**src/rtl/core/assert_macros.svh**
```systemverilog
// Assertion macros used by the sorter datapath; define NO_ASSERTIONS to drop them.
`ifndef ASSERT_MACROS_SVH
`define ASSERT_MACROS_SVH

`ifndef NO_ASSERTIONS

// Property checked on every rising clk edge outside reset.
`define DSS_ASSERT_PROP(lbl, prop, msg) \
  lbl: assert property (@(posedge clk) disable iff (!rst_n) prop) else $error(msg);

// Condition that must never hold outside reset.
`define DSS_ASSERT_NEVER(lbl, cond, msg) \
  lbl: assert property (@(posedge clk) disable iff (!rst_n) !(cond)) else $error(msg);

`else

`define DSS_ASSERT_PROP(lbl, prop, msg)
`define DSS_ASSERT_NEVER(lbl, cond, msg)

`endif

`endif

```
**src/rtl/core/dss_pkg.sv**
```systemverilog
// Shared constants, payload types and control structs of the score sorter.
package dss_pkg;

  localparam int MAX_ENTRIES = 16;
  localparam int IDX_W       = $clog2(MAX_ENTRIES);
  localparam int CNT_W       = $clog2(MAX_ENTRIES + 1);
  localparam int RANK_W      = 6;

  typedef struct packed {
    logic signed [31:0] entry_score;
    logic [7:0]         entry_tag;
    logic               entry_last;
  } entry_t;

  typedef struct packed {
    logic signed [31:0]  sorted_score;
    logic [7:0]          sorted_tag;
    logic [RANK_W-1:0]   rank_position;
    logic                run_last;
    logic                overflow;
  } result_t;

  // One stored list slot.
  typedef struct packed {
    logic signed [31:0] score;
    logic [7:0]         tag;
  } slot_t;

  localparam int SLOT_W = $bits(slot_t);

  // Controller to datapath.
  typedef struct packed {
    logic load_en;
    logic scan_start;
    logic scan_run;
    logic emit_load;
    logic emit_done;
  } cmd_t;

  // Datapath to controller.
  typedef struct packed {
    logic scan_done;
    logic run_last;
  } sts_t;

endpackage

```
**src/rtl/core/dss_ram.sv**
```systemverilog
// Generic single-write, single-read RAM with registered read data.
module dss_ram #(
  parameter int WIDTH = 8,
  parameter int DEPTH = 16
) (
  input  logic                     clk,
  input  logic                     we,
  input  logic [$clog2(DEPTH)-1:0] waddr,
  input  logic [WIDTH-1:0]         wdata,
  input  logic [$clog2(DEPTH)-1:0] raddr,
  output logic [WIDTH-1:0]         rdata
);

  logic [WIDTH-1:0] mem [DEPTH];

  always_ff @(posedge clk) begin
    if (we) begin
      mem[waddr] <= wdata;
    end
    rdata <= mem[raddr];
  end

endmodule

```
**src/rtl/core/dss_datapath.sv**
```systemverilog
// Datapath: list store, fill count, selection scan and result register.
`include "assert_macros.svh"

module dss_datapath (
  input  logic             clk,
  input  logic             rst_n,
  input  dss_pkg::cmd_t    cmd,
  input  dss_pkg::entry_t  in_data,
  output dss_pkg::sts_t    sts,
  output dss_pkg::result_t out_data
);
  import dss_pkg::*;

  logic [CNT_W-1:0]       count_r;
  logic                   ovf_r;
  logic [MAX_ENTRIES-1:0] used_r;
  logic [IDX_W-1:0]       rank_r;
  logic [CNT_W-1:0]       rd_ptr_r;
  logic                   rd_vld_r;
  logic [IDX_W-1:0]       rd_idx_r;
  logic                   best_vld_r;
  slot_t                  best_r;
  logic [IDX_W-1:0]       best_idx_r;
  result_t                out_r;

  logic                   full;
  logic                   ram_we;
  slot_t                  ram_wslot;
  logic [IDX_W-1:0]       ram_raddr;
  logic [SLOT_W-1:0]      ram_rdata;
  slot_t                  rd_slot;
  logic                   issue;
  logic                   take;
  logic                   rank_last;

  assign full      = (count_r == CNT_W'(MAX_ENTRIES));
  assign ram_we    = cmd.load_en && !full;
  assign ram_wslot = '{score: in_data.entry_score, tag: in_data.entry_tag};
  assign ram_raddr = rd_ptr_r[IDX_W-1:0];
  assign rd_slot   = slot_t'(ram_rdata);
  assign issue     = cmd.scan_run && (rd_ptr_r != count_r);
  // strictly greater keeps the earliest of equal scores
  assign take      = rd_vld_r && !used_r[rd_idx_r] &&
                     (!best_vld_r || (rd_slot.score > best_r.score));
  assign rank_last = ((CNT_W'(rank_r) + CNT_W'(1)) == count_r);

  dss_ram #(
    .WIDTH (SLOT_W),
    .DEPTH (MAX_ENTRIES)
  ) u_store (
    .clk   (clk),
    .we    (ram_we),
    .waddr (count_r[IDX_W-1:0]),
    .wdata (SLOT_W'(ram_wslot)),
    .raddr (ram_raddr),
    .rdata (ram_rdata)
  );

  always_ff @(posedge clk) begin
    if (!rst_n) begin
      count_r    <= '0;
      ovf_r      <= 1'b0;
      used_r     <= '0;
      rank_r     <= '0;
      rd_ptr_r   <= '0;
      rd_vld_r   <= 1'b0;
      best_vld_r <= 1'b0;
    end else begin
      if (cmd.load_en) begin
        if (full) begin
          ovf_r <= 1'b1;
        end else begin
          count_r <= count_r + CNT_W'(1);
        end
      end
      if (cmd.scan_start) begin
        rd_ptr_r   <= '0;
        rd_vld_r   <= 1'b0;
        best_vld_r <= 1'b0;
      end else begin
        rd_vld_r <= issue;
        if (issue) begin
          rd_ptr_r <= rd_ptr_r + CNT_W'(1);
        end
        if (take) begin
          best_vld_r <= 1'b1;
        end
      end
      if (cmd.emit_done) begin
        if (out_r.run_last) begin
          count_r <= '0;
          ovf_r   <= 1'b0;
          used_r  <= '0;
          rank_r  <= '0;
        end else begin
          used_r[best_idx_r] <= 1'b1;
          rank_r             <= rank_r + IDX_W'(1);
        end
      end
    end
  end

  always_ff @(posedge clk) begin
    rd_idx_r <= ram_raddr;
    if (take) begin
      best_r     <= rd_slot;
      best_idx_r <= rd_idx_r;
    end
    if (cmd.emit_load) begin
      out_r <= '{sorted_score:  best_r.score,
                 sorted_tag:    best_r.tag,
                 rank_position: RANK_W'(rank_r),
                 run_last:      rank_last,
                 overflow:      ovf_r};
    end
  end

  assign sts.scan_done = (rd_ptr_r == count_r) && !rd_vld_r;
  assign sts.run_last  = out_r.run_last;
  assign out_data      = out_r;

  `DSS_ASSERT_NEVER(a_count_max, count_r > CNT_W'(MAX_ENTRIES), "fill count above capacity")
  `DSS_ASSERT_PROP(a_best_found, cmd.emit_load |-> best_vld_r, "scan ended with no candidate")
  `DSS_ASSERT_PROP(a_run_clear, cmd.emit_done && sts.run_last |=> count_r == '0, "run not cleared")

endmodule

```
**src/rtl/core/dss_ctrl.sv**
```systemverilog
// Controller: load, scan and emit sequencing of the sorter.
module dss_ctrl (
  input  logic          clk,
  input  logic          rst_n,
  input  logic          in_valid,
  input  logic          in_last,
  input  logic          out_stall,
  input  dss_pkg::sts_t sts,
  output logic          in_stall,
  output logic          out_valid,
  output dss_pkg::cmd_t cmd
);
  import dss_pkg::*;

  typedef enum logic [2:0] {
    ST_LOAD = 3'b001,
    ST_SCAN = 3'b010,
    ST_EMIT = 3'b100
  } state_t;

  state_t state_r, state_nxt;

  always_comb begin
    cmd.load_en    = (state_r == ST_LOAD) && in_valid;
    cmd.scan_run   = (state_r == ST_SCAN);
    cmd.emit_load  = (state_r == ST_SCAN) && sts.scan_done;
    cmd.emit_done  = (state_r == ST_EMIT) && !out_stall;
    cmd.scan_start = (cmd.load_en && in_last) || (cmd.emit_done && !sts.run_last);
  end

  always_comb begin
    state_nxt = state_r;
    case (state_r)
      ST_LOAD: begin
        if (cmd.load_en && in_last) state_nxt = ST_SCAN;
      end
      ST_SCAN: begin
        if (sts.scan_done) state_nxt = ST_EMIT;
      end
      ST_EMIT: begin
        if (cmd.emit_done) state_nxt = sts.run_last ? ST_LOAD : ST_SCAN;
      end
      default: state_nxt = ST_LOAD;
    endcase
  end

  always_ff @(posedge clk) begin
    if (!rst_n) begin
      state_r <= ST_LOAD;
    end else begin
      state_r <= state_nxt;
    end
  end

  assign in_stall  = (state_r != ST_LOAD);
  assign out_valid = (state_r == ST_EMIT);

endmodule

```
**src/rtl/core/descending_score_sorter.sv**
```systemverilog
// Top level of the descending score sorter: controller plus datapath.
// Load: one transfer per cycle while collecting a list (n entries, n <= 16 kept).
// Sort/emit: each rank scans the store through its single read port, then holds the result until out_stall is low.
// First result is offered once the first scan of the stored list completes.
// Reset (rst_n low, synchronous) empties the list; store contents need no clearing.
module descending_score_sorter (
  input  logic             clk,
  input  logic             rst_n,
  // entry channel
  input  logic             in_valid,
  output logic             in_stall,
  input  dss_pkg::entry_t  in_data,
  // result channel
  output logic             out_valid,
  input  logic             out_stall,
  output dss_pkg::result_t out_data
);
  import dss_pkg::*;

  cmd_t cmd;
  sts_t sts;

  // Sequencer: accepts entries only while loading; one result per emit phase.
  dss_ctrl u_ctrl (
    .clk       (clk),
    .rst_n     (rst_n),
    .in_valid  (in_valid),
    .in_last   (in_data.entry_last),
    .out_stall (out_stall),
    .sts       (sts),
    .in_stall  (in_stall),
    .out_valid (out_valid),
    .cmd       (cmd)
  );

  // Store and selection: each scan picks the highest unused score, earliest
  // arrival winning ties, which matches a stable descending sort.
  dss_datapath u_dp (
    .clk      (clk),
    .rst_n    (rst_n),
    .cmd      (cmd),
    .in_data  (in_data),
    .sts      (sts),
    .out_data (out_data)
  );

endmodule
```
**config.mk**
```make
export PLATFORM = sky130hd
export DESIGN_NAME = descending_score_sorter
export DESIGN_NICKNAME = d
export VERILOG_FILES = /design/src/rtl/core/dss_pkg.sv /design/src/rtl/core/dss_ram.sv /design/src/rtl/core/dss_datapath.sv /design/src/rtl/core/dss_ctrl.sv /design/src/rtl/core/descending_score_sorter.sv
export VERILOG_INCLUDE_DIRS = /design/src /design/src/rtl/core
export SDC_FILE = /design/constraint.sdc
export NUM_CORES = 1
export LEC_CHECK = 0
export ABC_AREA = 1
export BUFFER_PORTS_ARGS = -buffer_cell sky130_fd_sc_hd__buf_4
export CORE_ASPECT_RATIO = 1.2
export CORE_MARGIN = 1
export CORE_UTILIZATION = 40
export CTS_CLUSTER_DIAMETER = 60
export DETAILED_ROUTE_END_ITERATION = 8
export GPL_TIMING_DRIVEN = 1
export HOLD_SLACK_MARGIN = 0.06
export MAX_ROUTING_LAYER = met4
export PLACE_DENSITY = 0.62
export SYNTH_ARGS = -nofsm -noshare
export SYNTH_HDL_FRONTEND = slang
export SYNTH_SLANG_ARGS = --single-unit
```
**constraint.sdc**
```tcl
create_clock -name clk -period 4.4 [get_ports clk]
set_input_delay 0 -clock clk [delete_from_list [all_inputs] [get_ports clk]]
set_output_delay 0 -clock clk [all_outputs]
set_load 0.01 [all_outputs]
```
==> impl_results.md, run 1 <==
- Hold Path End: u_dp.u_store.mem[12][5]$_DFFE_PP_
- Pre-Repair DR Iteration Count: 6
- Clock-pin slew on the worst setup and hold paths: 0.06 ns
- CP max FO: 86
- Fin Hold WS: 0.216 ns
- Slew HR: 0.306
- Detailed Route WL: ~77 mm
- Post-synth ARST share: 0
- CTS Buffer Depth: 3
- RR Endpoint: u_ctrl.state_r[2]$_SDFFE_PN0P_
- First-pass GRT wire length: 115 mm
- Worst EP arrival: roughly 3.6 ns
- Period Utilization, post-route: 0.694
- Ports: 95
- Initial Utilization: 0.404
- Design area: 0.0359 mm²
- Cell area after synthesis: 0.0309 mm²
- Rows: 111
- Avg Inst Size Synth: roughly 14 µm²
- Global route overflow: 0
- Width of the die: 256 µm
- WL/cell: 21.9 µm
- Slew Viols, Final: 0
- Residual DRC: 0
- Layout cells sized above 1: 0.114
- Root Driver: clkbuf_16
- Via count: 19300
- Final Setup Violations: 0
- EDFF count, synth: 730
- Core Util, Final: 0.469
- Mapped Cells: 2291
- Hold Path Class: in -> reg
- Fmax: 328 MHz
- Antenna cells: 0
- Worst Setup End Kind: flop
- Required @ worst endpoint: 4.90 ns
- Number of global-route vias before repair: around 19000
- Die Height: 307 µm
- PD cells: 443 mW/mm²
- Max VDD drop: 0.320 mV
- DR vias/cell: ~5.5
- Initial DRC Count: just under 2000
- Hold Startpoint: in_data[6]
- Leak: 12.2 nW
- Adder-Cell Fraction of Synth Area: 0.0154
- Reg2reg path depth: 9
- Largest net degree at the start of global routing: 195
- Worst setup path class: reg -> reg
- #FFs+latches synth: 810
- Final #Nets: about 2500
- Main synth FF type: edfxtp_1
- Yosys cell types: 39
- Fin crit period: 3.05 ns
- Worst Skew: ~0.025 ns
- Area Overhead vs Synth: 15.9%
- Post-CTS Setup Bufs: 0
- Setup ws final: 1.35 ns
- Hpwl dp: 43.3 mm
- R2R Setup Slk: 1.35 ns
- Post-DP Area: between 0.03 and 0.04 mm²
- Sink Count: between 800 and 900
- Status: finished clean
- Final hold vios: 0
- Crit start category: flop
- Initial antenna violation count: 3
- Tot GR Track Use: 0.199
- ANT nets after route: 0
- Largest family of logic cells by synthesized area: compound AO/OA/AOI/OAI gates
- # port buffers: 92
- Total CTS buffers: 82
- Die area: between 0.07 and 0.08 mm²
- Core Area: 0.0765 mm²
- Placer Congestion: 0.809
- Hold Path Depth: 2
- Sequential-to-total area share from yosys stat: 0.760
- Worst Tran Pin Value: about 1.0 ns
- Synth Area in XOR/XNOR: 0.00340
- Post-synthesis compound-gate area fraction: 0.107
- RSZ-0062 raised after global routing: no
- Maximum capacitance violations: 0
- Synth warnings: 0
- Post-synthesis mux area share: 0
- Clk_lat worst skew: 0.64 ns
- DP Worst Slack: 1.41 ns
- CTS tree: done
- R2R Path Start: u_dp.rd_ptr_r[0]$_SDFFE_PP0P_
- Simple-Gate Fraction of Synth Area: 0.0817
- Htree depth: 3
report_power, final:
| part | leakage, nW | internal (mW) | switching [mW] | total, mW |
|---|---|---|---|---|
| sequential | 7.24 | 8.52 | 0.0623 | 8.58 |
| clock | 1.30 | 3.90 | 2.88 | 6.78 |
| combinational | 3.63 | 0.169 | 0.371 | 0.540 |
worst max path at each step:
stage | start | endpoint | slack, ns | cells past startpoint
finish | u_dp.rd_ptr_r[0]$_SDFFE_PP0P_ | u_ctrl.state_r[2]$_SDFFE_PN0P_ | 1.35 | 9
global route | u_dp.rd_ptr_r[0]$_SDFFE_PP0P_ | u_ctrl.state_r[2]$_SDFFE_PN0P_ | 1.18 | 9
CTS | u_dp.rd_ptr_r[0]$_SDFFE_PP0P_ | u_ctrl.state_r[2]$_SDFFE_PN0P_ | 1.35 | 9
detailed placement | u_dp.count_r[0]$_SDFF_PN0_ | u_dp.u_store.mem[14][11]$_DFFE_PP_ | 1.41 | 8
global placement | u_dp.count_r[0]$_SDFF_PN0_ | u_dp.u_store.mem[12][11]$_DFFE_PP_ | 1.50 | 8
floorplan | u_dp.count_r[0]$_SDFF_PN0_ | u_dp.u_store.mem[3][0]$_DFFE_PP_ | -0.05 | 7
cell type report:
type | instances | area [µm²]
fill | 6519 | 40700
sequential | 810 | 23500
multi-input combinational | 1251 | 6570
clock buffer | 123 | 2380
timing repair buffer | 176 | 1470
tap | 1017 | 1270
inverter | 97 | 379
clock inverter | 28 | 263
cells in the final DEF (no fill, tap or decap), types with 2 or more instances in the layout:
master,count
buf_12,3
clkbuf_16,85
bufinv_16,2
nor3_2,4
clkinv_8,4
dfxtp_1,77
nor3_1,5
nand4_1,3
clkinv_1,9
dfxtp_4,2
inv_2,4
o22ai_1,104
edfxtp_1,730
nor2_1,361
o211ai_1,18
xor2_1,8
conb_1,2
inv_8,2
clkinv_2,9
clkbuf_1,27
inv_6,4
o221ai_1,65
a32o_1,5
dlygate4sd3_1,46
nand3_1,77
o21ai_0,337
a21oi_1,30
nor2_4,16
nand2_1,157
ha_1,38
a21o_1,2
inv_1,88
o21ai_1,4
clkbuf_8,11
a31oi_1,2
buf_4,127
xnor2_1,4
what timing repair did:
action,4_1_cts,5_1_grt
endpoints found under the hold margin,664,0
resized for setup,0,0
hold buffers,46,0
stage by stage:
stage	cells	total power, mW	setup TNS, ns
2_1_floorplan	2292	8.97	-6.48
3_3_place_gp	3305	9.23	0
4_1_cts	3502	16.0	0
6_report	3502	15.9	0
5_1_grt	3502	16.4	0
3_5_place_dp	3305	9.25	0
sequential cells by signal, summed over array words and instances, names as in the netlist, 5 cells and up:
register	cells
u_dp.out_data	46
u_dp.count_r	5
u_dp.rd_ptr_r	5
u_dp.best_r	40
u_dp.u_store.rdata	40
u_dp.u_store.mem	640
u_dp.used_r	16
worst max-delay path, stage by stage (launching register included):
cell           delay (ns)
dfxtp_4              0.77
clkinv_8             0.44
nor2_2               0.27
nor4_4               0.06
nand3_2              0.10
nor2_1               0.05
nand2_1              0.07
inv_2                0.27
o21a_1               0.29
dlygate4sd3_1        0.56
per-layer routing:
metal | GRT usage | up-vias | part of all wire
met1 | 0.269 | 9697 | 0.43
met3 | 0.0217 | 94 | 0.063
met2 | 0.320 | 747 | 0.49
li1 | - | 8714 | -
met4 | 0.0588 | 0 | 0.018
met5 | - | - | 0
cell usage after synthesis, types with 3 or more instances:
cell type  number  area, µm²
nand4_1         3       18.8
nor3_1          8       40.0
xnor2_1         4       35.0
ha_1           38        475
dfxtp_1        80       1600
o211ai_1       18        135
a32o_1          5       50.1
nor2_1        375       1410
buf_4           7       52.6
nand3_1        77        385
buf_6           4       45.0
inv_1          89        334
a21oi_1        31        155
o22ai_1       104        651
o221ai_1       65        569
o21ai_0       337       1690
xor2_1          8       70.1
o21ai_1         4       20.0
buf_2          36        180
edfxtp_1      730      21900
nand2_1       157        589
clkbuf_1       85        319
inv_2           5       18.8
cells by family after synthesis:
| logic type | after synthesis |
|---|---|
| DFF | 810 |
| AOI/OAI and AO/OA | 571 |
| other | 1 |
| adders and majority gates | 38 |
| and+or+nand+nor | 628 |
| buffers and inverters | 231 |
| xor gates and xnor gates | 12 |
(Power assumes the default switching activity.)
==> run 2: changes to the inputs <==
PLACE_DENSITY = 0.6   (was 0.62)
clock period = 2.9 ns   (was 4.4 ns; I/O delays follow)
==> run 2 against run 1 <==
Non-clock buffer count up 9. Clock power up 44%. Die area unchanged. Via count down 1.4%. Highest routed layer unchanged.
==> impl_results.md, run 2 (synthesis results as in run 1) <==
- Status: finished clean
- Reg2reg path depth: 8 (-1)
- Die area: 0.0785 mm² (unchanged)
- Slew Viols, Final: 0 (unchanged)
- Clk_lat worst skew: 0.63 ns (about the same)
- Area Overhead vs Synth: 16.5%
- Worst setup path class: reg -> reg
- WL/cell: 21.9 µm (about the same)
- Power share of the sequential group: 0.551 (+0.011)
- Clock-pin slew on the worst setup and hold paths: 0.06 ns (about the same)
- Max reg flops: 640 (unchanged)
- Largest net degree at the start of global routing: 163 (-16%)
- Via count: 19000 (-1.4%)
- Worst Setup SP: u_dp.count_r[1]$_SDFF_PN0_
- Placer Congestion: 0.803 (-0.72%)
- Worst Setup End Kind: flop
- Design area: 0.0361 mm² (+0.52%)
- ANT nets after route: 0 (unchanged)
- Detailed Route WL: 76.6 mm (-0.24%)
- CTS tree: done
- Clock share of power: 0.413 (-0.013)
- Period Utilization, post-route: 0.871 (+0.178)
- Hold Startpoint: in_data[1]
- Tot GR Track Use: 0.199 (-0.000346)
- Met2 usage: 0.339 (+0.0193)
- Power consumption: 23.6 mW (+48%)
- Required @ worst endpoint: 3.19 ns (-1.71 ns)
- R2R Setup Slk: 0.37 ns (-0.97 ns)
- Sw power: 4.86 mW (+47%)
- M1 GR Usage: 0.247 (-0.0216)
- Non-Filler Instances: 3496 (-0.17%)
- PostCTS Resize Cnt: 0 (unchanged)
- DR vias/cell: 5.43 (-1.2%)
- RR Endpoint: u_dp.u_store.mem[4][28]$_DFFE_PP_
- Total CTS buffers: 74 (-9.8%)
- Combinational power share: 0.035 (about the same)
- Layout cells sized above 1: 0.116 (+0.00203)
- CP max FO: 17 (-80%)
- Post-CTS Setup Bufs: 0 (unchanged)
- Core Area: 0.0765 mm² (unchanged)
- Worst EP arrival: 2.81 ns (-0.75 ns)
- Initial Utilization: 0.404 (unchanged)
- RSZ-0062 raised after global routing: no
- Slew HR: 0.266 (-0.0405)
- Crit start category: flop
- GR Layer Usage met3: 0.0242 (+0.00247)
- Initial antenna violation count: 4 (+1)
- Grt peak-use layer: met2
- Most common cell after layout, fill and taps aside: edfxtp_1
- First-pass GRT wire length: 115 mm (-0.82%)
- # port buffers: 92 (unchanged)
- Residual DRC: 0 (unchanged)
- Leak: 12.2 nW (+0.42%)
- Hold Path Class: in -> reg
- PD cells: 654 mW/mm² (+47%)
- Final hold vios: 0 (unchanged)
- Inst Count DP: 3314 (+0.27%)
- Initial DRC Count: 1654 (-15%)
- Largest Register: u_dp.u_store.mem
- Root Driver: clkbuf_16
- Fmax: 396 MHz (+21%)
- Number of global-route vias before repair: 18600 (-0.25%)
- Post-DP Area: 0.0332 mm² (+1.2%)
- Max VDD drop: 0.401 mV (+25%)
- Final #Nets: 2502 (+0.040%)
- CTS Buffer Depth: 3 (unchanged)
- Worst Skew: 0.0217 ns (-0.00311 ns)
- Sink Count: 810 (unchanged)
- Global route overflow: 0 (unchanged)
- Most frequent cells in the layout: edfxtp_1, nor2_1, o21ai_0
- Htree depth: 3 (unchanged)
- # fillers: 6585 (+1.0%)
- Fin crit period: 2.53 ns (-0.526 ns)
- Switching part of the total: 0.206 (-0.00233)
- Maximum capacitance violations: 0 (unchanged)
- Die Height: 307 µm (unchanged)
- Hold Path Depth: 2 (unchanged)
- Width of the die: 256 µm (unchanged)
- Hold Path End: u_dp.u_store.mem[11][0]$_DFFE_PP_
- Rows: 111 (unchanged)
- Ports: 95 (unchanged)
- Worst Tran Pin Value: 1.10 ns (+0.0581 ns)
- Final Setup Violations: 0 (unchanged)
- Power Internal: 18.7 mW (+49%)
- Hpwl dp: 40.0 mm (-7.6%)
- R2R Path Start: u_dp.count_r[1]$_SDFF_PN0_
- Pre-Repair DR Iteration Count: 5 (-1)
==> run 2: cell types whose count changed in the layout (fill, tap and decap cells not counted), sizes merged <==
cell,previous run,this run
clkinv,23,27
clkbuf,123,95
bufinv,2,6
diode,0,3
buf,130,139
clkinvlp,0,2
==> run 2: timing repair <==
action                                  in CTS  in global routing
endpoints found under the hold margin      666                  0
hold buffers                                46                  0
endpoints found under the setup margin       0                  0
==> run 2: final cells by class <==
type / count / area (µm²) / share of cell area
flip-flops and latches: 810 / 23500 / 0.653
multi-input cells: 1251 / 6590 / 0.183
clock buffers: 95 / 2020 / 0.0561
repair buffers: 185 / 1850 / 0.0514
well taps: 1017 / 1270 / 0.0353
clock inverters: 38 / 398 / 0.0110
inverters: 97 / 379 / 0.0105
diodes: 3 / 7.51 / 0.000208
==> run 2: power groups by stage <==
stage / clock [mW] / sequential [mW] / combinational (mW)
2_1_floorplan: 0 / 13.2 / 0.377
3_3_place_gp: 0 / 13.2 / 0.768
3_5_place_dp: 0 / 13.2 / 0.784
4_1_cts: 9.92 / 13.0 / 0.846
5_1_grt: 10.3 / 13.0 / 0.925
6_report: 9.74 / 13.0 / 0.835
==> run 2: worst max-delay path by stage <==
stage                                        endpoint  cells after the start
finish              u_dp.u_store.mem[4][28]$_DFFE_PP_                      8
global route           u_ctrl.state_r[2]$_SDFFE_PN0P_                      9
CTS                         u_dp.best_r[24]$_DFFE_PP_                     13
detailed placement          u_dp.best_r[24]$_DFFE_PP_                     13
global placement            u_dp.best_r[27]$_DFFE_PP_                     13
floorplan            u_dp.u_store.mem[0][0]$_DFFE_PP_                      7
==> run 2: worst max-delay path: stages (launching register included) <==
cell,delay (ns)
dfxtp_1,0.45
inv_1,0.13
ha_1,0.22
nand3_1,0.10
inv_1,0.06
nor2_1,0.30
nand2_1,0.34
nor2_4,0.22
buf_4,0.36
==> run 2: metal layers <==
metal  wire length (µm)  up-vias
li1                   -     8706
met1              31000     9493
met2              39100      687
met3               4960      100
met4               1550        0
met5                  0        -
==> run 2: stage by stage <==
step	TNS, ns	util	hold WS, ns	setup slack (ns)
after CTS	0	0.471	0.186	0.330
final	0	0.471	0.203	0.374
after floorplan	-241.94	-	0.0989	-0.504
after global routing	0	0.471	0.227	0.219
after detailed placement	0	0.433	0.290	0.359
after global placement	0	0.433	0.280	0.395
